[config.mk]
export PLATFORM = sky130hd
export DESIGN_NAME = cfdd_cell
export DESIGN_NICKNAME = d
export VERILOG_FILES = /design/src/hdl/cfdd_pkg.sv /design/src/hdl/cfdd_cell.sv
export SDC_FILE = /design/constraint.sdc
export NUM_CORES = 1
export LEC_CHECK = 0
export ABC_AREA = 1
export ABC_CLOCK_PERIOD_IN_PS = 4300
export BUFFER_PORTS_ARGS = -buffer_cell sky130_fd_sc_hd__buf_4
export CORE_MARGIN = 10
export CORE_UTILIZATION = 40
export DETAILED_ROUTE_END_ITERATION = 16
export PLACE_DENSITY = 0.83
export RECOVER_POWER = 25
export SLEW_MARGIN = 20
export SYNTH_ARGS = -nofsm -noshare
export SYNTH_HDL_FRONTEND = slang
export SYNTH_SLANG_ARGS = --single-unit
[constraint.sdc]
create_clock -name clock -period 4.3 [get_ports clock]
set_clock_uncertainty 0.2 [all_clocks]
set_input_delay 0.645 -clock clock [delete_from_list [all_inputs] [get_ports clock]]
set_output_delay 0.645 -clock clock [all_outputs]
set_load 0.02 [all_outputs]
[src/hdl/cfdd_pkg.sv]
// shared types and constants for the complex fir decimator and derotator
// no dependencies
`default_nettype none

package cfdd_pkg;

   localparam int SAMPLE_W   = 16;
   localparam int ACC_W      = 32;
   localparam int CSR_IDX_W  = 2;
   localparam int CSR_DATA_W = 16;
   localparam int CFG_CNT_W  = 7;
   localparam int DECIM_W    = 6;
   localparam int COEFF_IDX_W = 6;
   localparam int DECIM_MAX  = 64;
   localparam int ROT_STEP_W = 4;
   localparam int ROT_LAST   = 8;

   localparam logic [CSR_IDX_W-1:0] REG_TAP_COUNT     = 2'd0;
   localparam logic [CSR_IDX_W-1:0] REG_DECIMATION    = 2'd1;
   localparam logic [CSR_IDX_W-1:0] REG_PHASE_STEP_RE = 2'd2;
   localparam logic [CSR_IDX_W-1:0] REG_PHASE_STEP_IM = 2'd3;

   localparam logic OP_SAMPLE = 1'b0;
   localparam logic OP_COEFF  = 1'b1;

   typedef struct packed {
      logic signed [SAMPLE_W-1:0] re;
      logic signed [SAMPLE_W-1:0] im;
   } cplx_type;

   typedef enum logic [1:0] {
      CELL_HOLD,
      CELL_LOAD_LEFT,
      CELL_LOAD_RIGHT
   } cell_mode_type;

   typedef enum logic [2:0] {
      ST_IDLE,
      ST_FWD,
      ST_BACK,
      ST_WAIT,
      ST_FIN,
      ST_ROT,
      ST_OUT
   } state_type;

endpackage

`default_nettype wire

[src/hdl/cfdd_cell.sv]
// one window cell: holds a complex sample, loads from either neighbor
// depends on cfdd_pkg
`default_nettype none

module cfdd_cell (
   input  wire logic                    clock,
   input  wire cfdd_pkg::cell_mode_type mode,
   input  wire cfdd_pkg::cplx_type      left_in,
   input  wire cfdd_pkg::cplx_type      right_in,
   output cfdd_pkg::cplx_type           data
);

   cfdd_pkg::cplx_type data_ff;
   cfdd_pkg::cplx_type data_in;

   always_comb begin
      case (mode)
         cfdd_pkg::CELL_LOAD_LEFT:  data_in = left_in;
         cfdd_pkg::CELL_LOAD_RIGHT: data_in = right_in;
         default:                   data_in = data_ff;
      endcase
   end

   always_ff @(posedge clock) begin
      data_ff <= data_in;
   end

   assign data = data_ff;

endmodule

`default_nettype wire

Word-level counts from Yosys, hierarchy flattened
Cells that the tools add are included.
- equal/unequal tests: 2
- multiplexer cells: 1
- reduce and logical (&&, ||, !) cells: 1
- operator list (kind ; number):
    $pmux 32 s2 ; 1
    $eq 2x1->1 const B ; 1
    $eq 2x2->1 const B ; 1
    $reduce_bool 2->1 ; 1
- word-level logic and storage cells: 6
- output and inout bits: 32
- register bits: 32
- bits of input ports: 67

Longest topological paths before layout
- depth after elaboration: 2
- mapped depth: 7
- gate-level depth less buffers: 5

Least setup slack after synthesis
OpenSTA, ideal clock, no wires.
- kind: input to register
- start: in mode[0]
- end: reg data_ff (netlist bit data[0]), enable pin
- slack: 2.130 ns
- data required time: 3.713 ns
- data arrival time: 1.583 ns
- buffers on the path: 0
- library setup time: 0.387 ns
- stages on the path: 3
- cells stage by stage: inv_1 -> ha_1 -> inv_1
- word-level cells in the longest chain between the ends: 2
- elaborated cells between the ends (all ways): 3
- classes of those cells: 2 x eq/ne; 1 x reduce/logical
- RTL lines (item ; RTL line ; RTL):
    from (decl) ; cfdd_cell.sv:7 ; input wire cfdd_pkg::cell_mode_type mode,
    $eq 2x2->1 / $eq 2x1->1 (equally long branches) ; cfdd_cell.sv:17 ; case (mode)
    $reduce_bool 2->1 (no source line) * ; - ;
    to (signal assigned) ; cfdd_cell.sv:25 ; data_ff <= data_in;
    to (decl) ; cfdd_cell.sv:13 ; cfdd_pkg::cplx_type data_ff;
Mark *: on every way between the ends. The rest lies on a longest branch, timed or not.
A chain may end at the register's enable or synchronous reset.

==> results.yml <==
outcome:
  status: "finished, final reports clean"
worst_setup_path:
  worst-endpoint-arrival_ns: 1.84
  cp_max_fo: 32
  startpoint_type: "input pin"
  crit_type: "input pin to register"
  path_depth: 6
  cp-end-kind: "register"
  path_buf_inv: 3
  critPathSlowestCell: "ha_1"
  crit_chain: "buf_4 > inv_1 > ha_1 > inv_8 > nand2_1 > nand2_1"
  worstPathRequired_ns: 4.13
  crit_family: "adder cells"
  cp_common_cell: "nand2_1"
  cp_slowest_stage_delay_ns: 0.64
pwr:
  powerDensity_nw_per_um2: 374
  switchingPower_uw: 226
  clkPwrFrac: 0.253
  combPwrFrac: 0.241
  vdd_ir_drop_max_mv: 0.190
  power_frac_seq: 0.506
  finalPower_uw: 810
  p_leak_uw: 0.00104
  switching_share: 0.279
  intPower_uw: 584
detailed_routing:
  ant_nets: 0
  wl_um: 3990
  via_per_inst: 4.32
  vias: 1227
  drt-wirelength-per-cell_um: 14.0
  drc: 0
  dr.pass1.iters: 4
  first_iter_violations: 86
timing:
  setup_viol: 0
  period_share: 0.468
  slew_violations: 0
  worst_pin_slew_ns: 0.756
  fin_crit_ns: 2.01
  rsz0062_at_grt: "false"
  timing.slew.headroom: 0.496
  fin_tns_setup_ns: 0
  hold_violations: 0
  max_freq_mhz: 497
placed_design:
  dp_hpwl_um: 3130
  portBuffers: 98
  gp_congestion: 0.685
synthesis:
  postSynthRegisterBits: 32
  synth.avg_cell_area_um2: 10.6
  yosysSeqAreaShare: 0.653
  synth.largest_area_cell: "edfxtp_1"
  synth_fp_nets: 207
  yosysUniqueCellTypes: 9
  yosys_warnings: 0
  yosys.area.top_type_share: 0.653
  synth_area_leaders: "edfxtp_1 65%, nand2_1 22%, nand2_2 4.2%, clkbuf_8 2.8%, buf_6 2.3%"
  synthCells: 139
  synth_area_um2: 1470
cts:
  cts_root_buf: "clkbuf_8"
  postCtsSetupRepairBufs: 0
  cts_made_buffers: 5
  cts.path.max_buffers: 2
  clk_pin_slew_ns: 0.06
  cts_tree: "yes"
  cts_hold_buffers: 0
  cts_sinks: 32
  cts_resized: 0
  h-tree-depth: 2
job:
  drv_cap: 0
grt:
  grt-ovfl-total: 0
  grt_pass1_vias: 1269
  grt_max_degree: 33
  grt_usage: 0.117
  antenna_found_initial: 0
  grt_pass1_wl_um: 5950
floorplan:
  core_area_um2: 3440
  initial_core_util: 0.428
  ios: 99
  die_h_um: 80.7
  fp.dieW_um: 80.7
  rows: 21
  die-area_um2: 6510
hold_path:
  hold_path.class: "input pin to register"
  min_from: "left_in[27]"
  hold_path_end: "data[27]$_DFFE_PP_"
  min_path_cells: 3
cells_and_area:
  nNetsFinal: 306
  largest_register_ffs: 32
  drive_above_1_share: 0.391
  diodes: 0
  area_growth_pct: 47.1
  final_util: 0.629
==> stage by stage <==
stage               std cells  setup slack [ns]  instance area (um2)  hold slack [ns]
finish                    284              2.29                 2170            0.430
CTS                       284              2.10                 2260            0.424
global route              284              2.15                 2170            0.434
floorplan                 139              2.13                 1470            0.618
global placement          277              1.82                 2180            0.709
detailed placement        277              1.80                 2180            0.712
==> layout make-up <==
class | instances | area, um2
Fill cell | 319 | 1280
Sequential cell | 32 | 961
Timing Repair Buffer | 99 | 653
Multi-Input combinational cell | 97 | 398
Clock buffer | 6 | 72.6
Tap cell | 46 | 57.6
Inverter | 3 | 18.8
Clock inverter | 1 | 5.00
==> Yosys cell counts (all sizes together) <==
| cell | number |
|---|---|
| buf | 4 |
| clkbuf | 3 |
| edfxtp | 32 |
| ha | 1 |
| inv | 3 |
| nand2 | 96 |
==> cell usage in the layout (no fill, tap or decap) <==
cell,instances
clkinv_2,1
clkbuf_1,25
ha_1,1
nand2_1,86
inv_2,1
clkbuf_8,5
inv_1,1
edfxtp_1,32
nand2_2,10
buf_4,75
inv_8,1
==> power groups by stage <==
| stage | registers [uW] | clock network (uW) | logic, uW |
|---|---|---|---|
| finish | 409 | 205 | 195 |
| global route | 414 | 224 | 213 |
| CTS | 412 | 212 | 226 |
| detailed placement | 418 | 0 | 226 |
| global placement | 415 | 0 | 223 |
| floorplan | 477 | 0 | 47.0 |
==> worst max path at each step <==
stage / start / end / slack [ns]
2_1_floorplan: mode[0] / data[0]$_DFFE_PP_ / 2.13
3_3_place_gp: mode[0] / data[12]$_DFFE_PP_ / 1.82
3_5_place_dp: mode[0] / data[15]$_DFFE_PP_ / 1.80
4_1_cts: mode[0] / data[2]$_DFFE_PP_ / 2.10
5_1_grt: mode[0] / data[23]$_DFFE_PP_ / 2.15
6_report: mode[0] / data[23]$_DFFE_PP_ / 2.29
==> logic make-up after synthesis <==
group / synth area share
AND/OR/NAND/NOR: 0.262
adder cells (fa/ha/maj): 0.00849
flip-flops: 0.653
buffers and inverters: 0.0773
==> per-layer routing <==
layer	part of all wire	global-route usage
met1	0.37	0.115
met2	0.50	0.201
met3	0.12	0.0646
met4	0.0063	0.0467
met5	0	0
(Power assumes the default switching activity.)
