File: src/hdl/cfdd_pkg.sv
// shared types and constants for the complex fir decimator and derotator
// no dependencies
`default_nettype none

package cfdd_pkg;

   localparam int SAMPLE_W   = 16;
   localparam int ACC_W      = 32;
   localparam int CSR_IDX_W  = 2;
   localparam int CSR_DATA_W = 16;
   localparam int CFG_CNT_W  = 7;
   localparam int DECIM_W    = 6;
   localparam int COEFF_IDX_W = 6;
   localparam int DECIM_MAX  = 64;
   localparam int ROT_STEP_W = 4;
   localparam int ROT_LAST   = 8;

   localparam logic [CSR_IDX_W-1:0] REG_TAP_COUNT     = 2'd0;
   localparam logic [CSR_IDX_W-1:0] REG_DECIMATION    = 2'd1;
   localparam logic [CSR_IDX_W-1:0] REG_PHASE_STEP_RE = 2'd2;
   localparam logic [CSR_IDX_W-1:0] REG_PHASE_STEP_IM = 2'd3;

   localparam logic OP_SAMPLE = 1'b0;
   localparam logic OP_COEFF  = 1'b1;

   typedef struct packed {
      logic signed [SAMPLE_W-1:0] re;
      logic signed [SAMPLE_W-1:0] im;
   } cplx_type;

   typedef enum logic [1:0] {
      CELL_HOLD,
      CELL_LOAD_LEFT,
      CELL_LOAD_RIGHT
   } cell_mode_type;

   typedef enum logic [2:0] {
      ST_IDLE,
      ST_FWD,
      ST_BACK,
      ST_WAIT,
      ST_FIN,
      ST_ROT,
      ST_OUT
   } state_type;

endpackage

`default_nettype wire

File: src/hdl/cfdd_rot.sv
// derotator: one shared 32x32 multiplier sequenced over eight products,
// holds the phasor; depends on cfdd_pkg
`default_nettype none

module cfdd_rot #(
   parameter int FRAC_SHIFT = 14
) (
   input  wire logic                               clock,
   input  wire logic                               reset,
   input  wire logic                               start,
   input  wire logic [cfdd_pkg::ACC_W-1:0]         acc_re,
   input  wire logic [cfdd_pkg::ACC_W-1:0]         acc_im,
   input  wire logic signed [cfdd_pkg::SAMPLE_W-1:0] step_re,
   input  wire logic signed [cfdd_pkg::SAMPLE_W-1:0] step_im,
   output logic                                    done,
   output logic [cfdd_pkg::ACC_W-1:0]              res_re,
   output logic [cfdd_pkg::ACC_W-1:0]              res_im
);

   localparam int W = cfdd_pkg::ACC_W;

   logic                             busy_ff, busy_in;
   logic                             done_ff, done_in;
   logic [cfdd_pkg::ROT_STEP_W-1:0]  step_ff, step_in;
   logic [W-1:0] prod_ff, prod_in;
   logic [W-1:0] r_re_ff, r_re_in, r_im_ff, r_im_in;
   logic [W-1:0] n_re_ff, n_re_in, n_im_ff, n_im_in;
   logic [W-1:0] ph_re_ff, ph_re_in, ph_im_ff, ph_im_in;
   logic [W-1:0] a_re, a_im, inc_re, inc_im, op_a, op_b, n_im_last;

   always_comb begin
      a_re   = W'($signed(acc_re) >>> FRAC_SHIFT);
      a_im   = W'($signed(acc_im) >>> FRAC_SHIFT);
      inc_re = W'(step_re);
      inc_im = W'(step_im);
      case (step_ff)
         4'd0:    begin op_a = a_re;     op_b = ph_re_ff; end
         4'd1:    begin op_a = a_im;     op_b = ph_im_ff; end
         4'd2:    begin op_a = a_re;     op_b = ph_im_ff; end
         4'd3:    begin op_a = a_im;     op_b = ph_re_ff; end
         4'd4:    begin op_a = ph_re_ff; op_b = inc_re;   end
         4'd5:    begin op_a = ph_im_ff; op_b = inc_im;   end
         4'd6:    begin op_a = ph_im_ff; op_b = inc_re;   end
         4'd7:    begin op_a = ph_re_ff; op_b = inc_im;   end
         default: begin op_a = '0;       op_b = '0;       end
      endcase
      n_im_last = n_im_ff + prod_ff;

      busy_in  = busy_ff;
      done_in  = 1'b0;
      step_in  = step_ff;
      prod_in  = prod_ff;
      r_re_in  = r_re_ff;
      r_im_in  = r_im_ff;
      n_re_in  = n_re_ff;
      n_im_in  = n_im_ff;
      ph_re_in = ph_re_ff;
      ph_im_in = ph_im_ff;

      if (start) begin
         busy_in = 1'b1;
         step_in = '0;
         r_re_in = '0;
         r_im_in = '0;
         n_re_in = '0;
         n_im_in = '0;
      end else if (busy_ff) begin
         prod_in = op_a * op_b;
         step_in = step_ff + 1'b1;
         case (step_ff)
            4'd1: r_re_in = r_re_ff + prod_ff;
            4'd2: r_re_in = r_re_ff - prod_ff;
            4'd3: r_im_in = r_im_ff + prod_ff;
            4'd4: r_im_in = r_im_ff + prod_ff;
            4'd5: n_re_in = n_re_ff + prod_ff;
            4'd6: n_re_in = n_re_ff - prod_ff;
            4'd7: n_im_in = n_im_ff + prod_ff;
            default: ;
         endcase
         if (step_ff == cfdd_pkg::ROT_STEP_W'(cfdd_pkg::ROT_LAST)) begin
            n_im_in  = n_im_last;
            ph_re_in = W'($signed(n_re_ff) >>> FRAC_SHIFT);
            ph_im_in = W'($signed(n_im_last) >>> FRAC_SHIFT);
            busy_in  = 1'b0;
            done_in  = 1'b1;
         end
      end
   end

   always_ff @(posedge clock) begin
      if (reset) begin
         busy_ff  <= 1'b0;
         done_ff  <= 1'b0;
         step_ff  <= '0;
         ph_re_ff <= W'(1) << FRAC_SHIFT;
         ph_im_ff <= '0;
      end else begin
         busy_ff  <= busy_in;
         done_ff  <= done_in;
         step_ff  <= step_in;
         ph_re_ff <= ph_re_in;
         ph_im_ff <= ph_im_in;
      end
      prod_ff <= prod_in;
      r_re_ff <= r_re_in;
      r_im_ff <= r_im_in;
      n_re_ff <= n_re_in;
      n_im_ff <= n_im_in;
   end

   assign done   = done_ff;
   assign res_re = r_re_ff;
   assign res_im = r_im_ff;

endmodule

`default_nettype wire

File: config.mk
export PLATFORM = sky130hd
export DESIGN_NAME = cfdd_rot
export DESIGN_NICKNAME = d
export VERILOG_FILES = /design/src/hdl/cfdd_pkg.sv /design/src/hdl/cfdd_rot.sv
export SDC_FILE = /design/constraint.sdc
export NUM_CORES = 2
export LEC_CHECK = 0
export ABC_CLOCK_PERIOD_IN_PS = 16950
export BUFFER_PORTS_ARGS = -buffer_cell sky130_fd_sc_hd__buf_2
export CORE_MARGIN = 5
export CORE_UTILIZATION = 55
export DETAILED_ROUTE_END_ITERATION = 16
export GPL_TIMING_DRIVEN = 1
export MAX_ROUTING_LAYER = met4
export PLACE_DENSITY = 0.77
export SYNTH_ARGS = -nofsm -noshare
export SYNTH_HDL_FRONTEND = slang
export SYNTH_SLANG_ARGS = --single-unit
File: constraint.sdc
create_clock -name clock -period 16.95 [get_ports clock]
set_input_delay 2.5425 -clock clock [delete_from_list [all_inputs] [get_ports clock]]
set_output_delay 2.5425 -clock clock [all_outputs]
set_load 0.05 [all_outputs]
After elaboration in Yosys (flattened, before gate mapping)
Index checks and enable logic that the tools add are counted.

Reductions and logical operators: 21. Add/subtract/negate cells: 7. $mul: 1. Multiplexer cells: 10. Equal/unequal tests: 8. Bitwise logic cells: 2.

Operators by type and width (number): $pmux 32 s4 (2); $add 32x32->32 (4); $pmux 32 s2 (2); $mux 32 (2); $sub 32x32->32 (2); $mul 32x32->32 (1); $reduce_or 2->1 (10); $eq 4x3->1 const B (4); $reduce_and 2->1 (5); $eq 4x2->1 const B (2); $reduce_bool 2->1 (3); $add 4x1->4 const B (1); $eq 4x1->1 const B (1); $eq 4x4->1 const B (1); $logic_not 4->1 (1); $mux 1 (4); $reduce_and 3->1 (1); $reduce_or 3->1 (1); $not 1->1 (2).

Input port bits: 99. Output and inout port bits: 65. Register bits: 202.

Depth between registers and ports, before layout
Depth after elaboration: 4. Depth in mapped cells: 35. Gate-level depth less buffers: 32.

Least setup slack after synthesis
Ideal clock, no wire load.

Kind: input -> register. From: input step_im[2] (netlist bit). To: register prod_ff[31] (data pin). Arrival: 9.676 ns. Stages on the path: 28. Slack: 7.014 ns. Path buffers: 1. Library setup time: 0.260 ns. Cell sequence: a22o_1 > a221oi_1 > clkbuf_1 > nor2_1 > fa_1 > inv_1 > fa_1 > inv_1 > fa_1 > inv_1 > fa_1 > inv_1 > ha_1 > ha_1 > fa_1 > inv_1 > fa_1 > inv_1 > ha_1 > a211o_1 > o41a_1 > o21ai_0 > a31oi_1 > o31ai_1 > o31ai_1 > a211o_1 > a21oi_1 > xnor2_1.

Cells in the longest elaborated chain, start to end: 2.

RTL lines: from (decl) (RTL line cfdd_rot.sv:14) `input wire logic signed [cfdd_pkg::SAMPLE_W-1:0] step_im,`; $pmux 32 s4 (RTL line cfdd_rot.sv:36) `case (step_ff)`; $mul 32x32->32 (RTL line cfdd_rot.sv:68) `prod_in = op_a * op_b;`; to (signal assigned) (RTL line cfdd_rot.sv:104) `prod_ff <= prod_in;`; to (decl) (RTL line cfdd_rot.sv:25) `logic [W-1:0] prod_ff, prod_in;`.

No other way between the ends. A chain may end at the register's enable or synchronous reset.

Worst setup path in the final report
From: input acc_re[15] (netlist bit). To: register prod_ff[31] (data pin).

Cells in the longest elaborated chain, start to end: 2.

RTL lines: from (decl) (RTL line cfdd_rot.sv:11) `input wire logic [cfdd_pkg::ACC_W-1:0] acc_re,`; $pmux 32 s4 (RTL line cfdd_rot.sv:36); $mul 32x32->32 (RTL line cfdd_rot.sv:68).

No other way between the ends.

==> run metrics <==
result of the run finished clean; Cells after Synth 3294; time the worst path needs with I/O delays and setup about 10000 ps; crit-path most repeated cell fa_1; stage delay of the slowest cell on the critical path approximately 800 ps; most common cell after layout, fill and taps aside inv_1; required time reported for the critical path endpoint ~17000 ps; fraction of registers with async set or reset after synthesis 0; RSZ-0062 raised after global routing no; Fin. Hold Viols 0; total die area 55150 um^2; Avg Cell Area, Syn approximately 8.4 um^2; achievable frequency 98.17 MHz; TNS Setup 0 ps; Detailed Route WL approximately 77000 um; classification of the worst setup path primary input to register; count of routing violations after the opening detailed-route iteration about 1600; portion of the post-synthesis area used by sequential elements 0.1569; buffer count from post-CTS setup fixing 0; vertical die dimension 234.9 um; source of the worst hold timing path n_im_ff[3]; Post-DP Area between 20000 and 30000 um^2; max-capacitance violation count 0; overall fraction of global-route tracks in use 0.2802; netlist area before placement ~28000 um^2; flop and latch count out of synthesis roughly 200; total number of clock tree sinks 202; Detailed Place HPWL a little over 60000 um; drt first pass iters 6; area leader, netlist fa_1; arrival time at the worst endpoint roughly 10000 ps; number of global-route vias before repair roughly 23000; Critical Path Sink Type register; routed len/inst about 19 um; count of pins over their slew limit 0; post-detailed-route via-to-cell ratio between 5 and 6; effective utilization at floorplan 0.5554; nets 4084; post-route clock skew 33.40 ps; CTS-repair resized insts 0; standby leakage power between 10 and 15 nW; Area contributors post-synth fa_1 26%, dfxtp_1 12%, ha_1 11%; final weighted congestion in routability-driven placement between 0.9 and 1; slew margin rel. 0.1974; ratio of cells with drive above 1 in the final layout 0.09005; root cell of the clock tree clkbuf_16; number of unique standard cell types used by synthesis 75; final cycle utilization of the critical path 0.6009; commonest cells after routing, fill and taps aside 433 x inv_1, 364 x nand2_1, 356 x fa_1; Port Buf Inserts between 100 and 150; H-tree level count 1; # rows 82; area of the multi-input gates about 21000 um^2; standard cell with the maximum stage delay on the critical path a221oi_1; startpoint of the lowest-slack register-to-register path step_ff[0]; Buf/Inv on CP 6; number of enable-type register cells in the synthesized netlist 32; largest net degree at the start of global routing 81; worst slew pin tran 1204 ps; post-route design area 30150 um^2; Finish-stage setup viols 0; global-route wire length before repair roughly 120000 um; CTS max path bufs 3; total clock buffers created by CTS 23; core footprint 50070 um^2; Power per Cell Area between 40 and 50 nW/um^2; GR Overflow Total 0; area grow syn2layout 8.414%; maximum resistive drop on vdd ~0.085 mV; # IOs 164; Worst Hold Class register to register; core utilization of the finished layout 0.6021; antenna diode count 0; clock latency of the later-clocked register in the worst-skew pair 540 ps; total nets after synthesis around 4000; area fraction of the dominant cell type after synthesis 0.2563; CP Max Fanout 10; clock slew seen by the registers of the worst setup and hold paths around 60 ps; clock tree from TritonCTS built; DRC viols 0; layout filler cell count 4514; Worst Setup SP acc_re[15]; Main synth FF type dfxtp_1; Die Width roughly 230 um; antenna violations before repair 0; number of hold buffers added after CTS 0; Sequential cell area roughly 4400 um^2; via count between 20000 and 25000; Syn. warnings 0; antenna viol nets, final 0; kind of launch point of the worst setup path primary input; kind of cell with the highest combined delay on the critical path compound AO/OA/AOI/OAI gates; Design Power around 1.3 mW
[state kept, by name, indices dropped and copies added, names as in the netlist]
| name | flops |
|---|---|
| prod_ff | 32 |
| n_re_ff | 32 |
| res_im | 32 |
| step_ff | 4 |
| done | 1 |
| ph_im_ff | 18 |
| n_im_ff | 32 |
| ph_re_ff | 18 |
| res_re | 32 |
| busy_ff | 1 |
[synthesized netlist by cell type, types with 5 or more instances]
cell         n
nand2_1    364
or4_1        6
nor3_1      59
nand4_1      8
and2_1      13
nor2b_1     23
or2_2       38
o31a_1       7
xor2_1      70
a21o_1      66
o41ai_1      8
or3_1       31
o21bai_1    23
and3_1      25
a311o_1      7
fa_1       356
a2111oi_0    7
inv_1      433
nor3b_1      5
a221oi_1    36
buf_1       12
nand2b_1    45
ha_1       248
nor4b_1      8
a211o_1     11
edfxtp_1    32
a221o_1     24
nand3_1     41
nor4_1      11
dfxtp_1    170
o21ai_0     68
o211ai_1     8
a31o_2       5
a211oi_1    34
o21a_1      23
clkbuf_1   112
a31oi_1     14
o31ai_1     14
a22o_1      35
a21oi_1    241
xnor2_1    144
nor2_1     350
[through the flow]
step,cells,setup WS (ps),hold slack [ps]
2_1_floorplan,3294,7014,435.6
3_3_place_gp,4028,6243,443.8
3_5_place_dp,4028,6169,447.3
4_1_cts,4070,6697,455.8
5_1_grt,4070,6445,466.1
6_report,4070,6764,452.9
[final timing paths]
kind	end	slack (ps)	cells after the start
worst max register to register	prod_ff[31]	7520	31
worst min-delay path	n_im_ff[3]	450	2
worst max-delay path	prod_ff[31]	6760	27
worst min register to register	n_im_ff[3]	450	2
[cells by family (layout without fill, tap and decap cells)]
kind of cell,after synthesis,in the layout,synth area share
flops,202,202,0.1569
compound gates,660,660,0.1591
mux,6,6,0.002295
simple gates,1049,1049,0.1709
buf+inv,559,663,0.07550
fa+ha+maj,604,604,0.3679
xor+xnor,214,214,0.06740
[worst min-delay path: stages (launching register included)]
cell and delay [ps]:
dfxtp_1 310, nand2_1 50, a21oi_1 50
[where the power goes]
group          internal, mW  switching [mW]  leakage (nW)  total (mW)
logic                0.0794           0.139          12.9       0.219
registers             0.493          0.0112          1.67       0.504
clock network         0.313           0.217         0.375       0.530
[cell type report]
class | instances | share of cell area
tap | 672 | 0.02789
timing repair buffer | 187 | 0.03544
multi-input combinational | 2533 | 0.7113
clock buffer | 24 | 0.01922
sequential | 202 | 0.1448
clock inverter | 18 | 0.007305
inverter | 434 | 0.05404
[per-layer routing]
metal,share of wire,vias to the layer above,routed length [um],global-route usage
met1,0.42,11300,32260,0.3636
met2,0.45,898,34620,0.4386
met3,0.097,173,7456,0.06778
met5,0,-,0,-
li1,-,11160,-,-
met4,0.036,0,2747,0.08600
No activity file was read; power rests on OpenSTA's default activity.
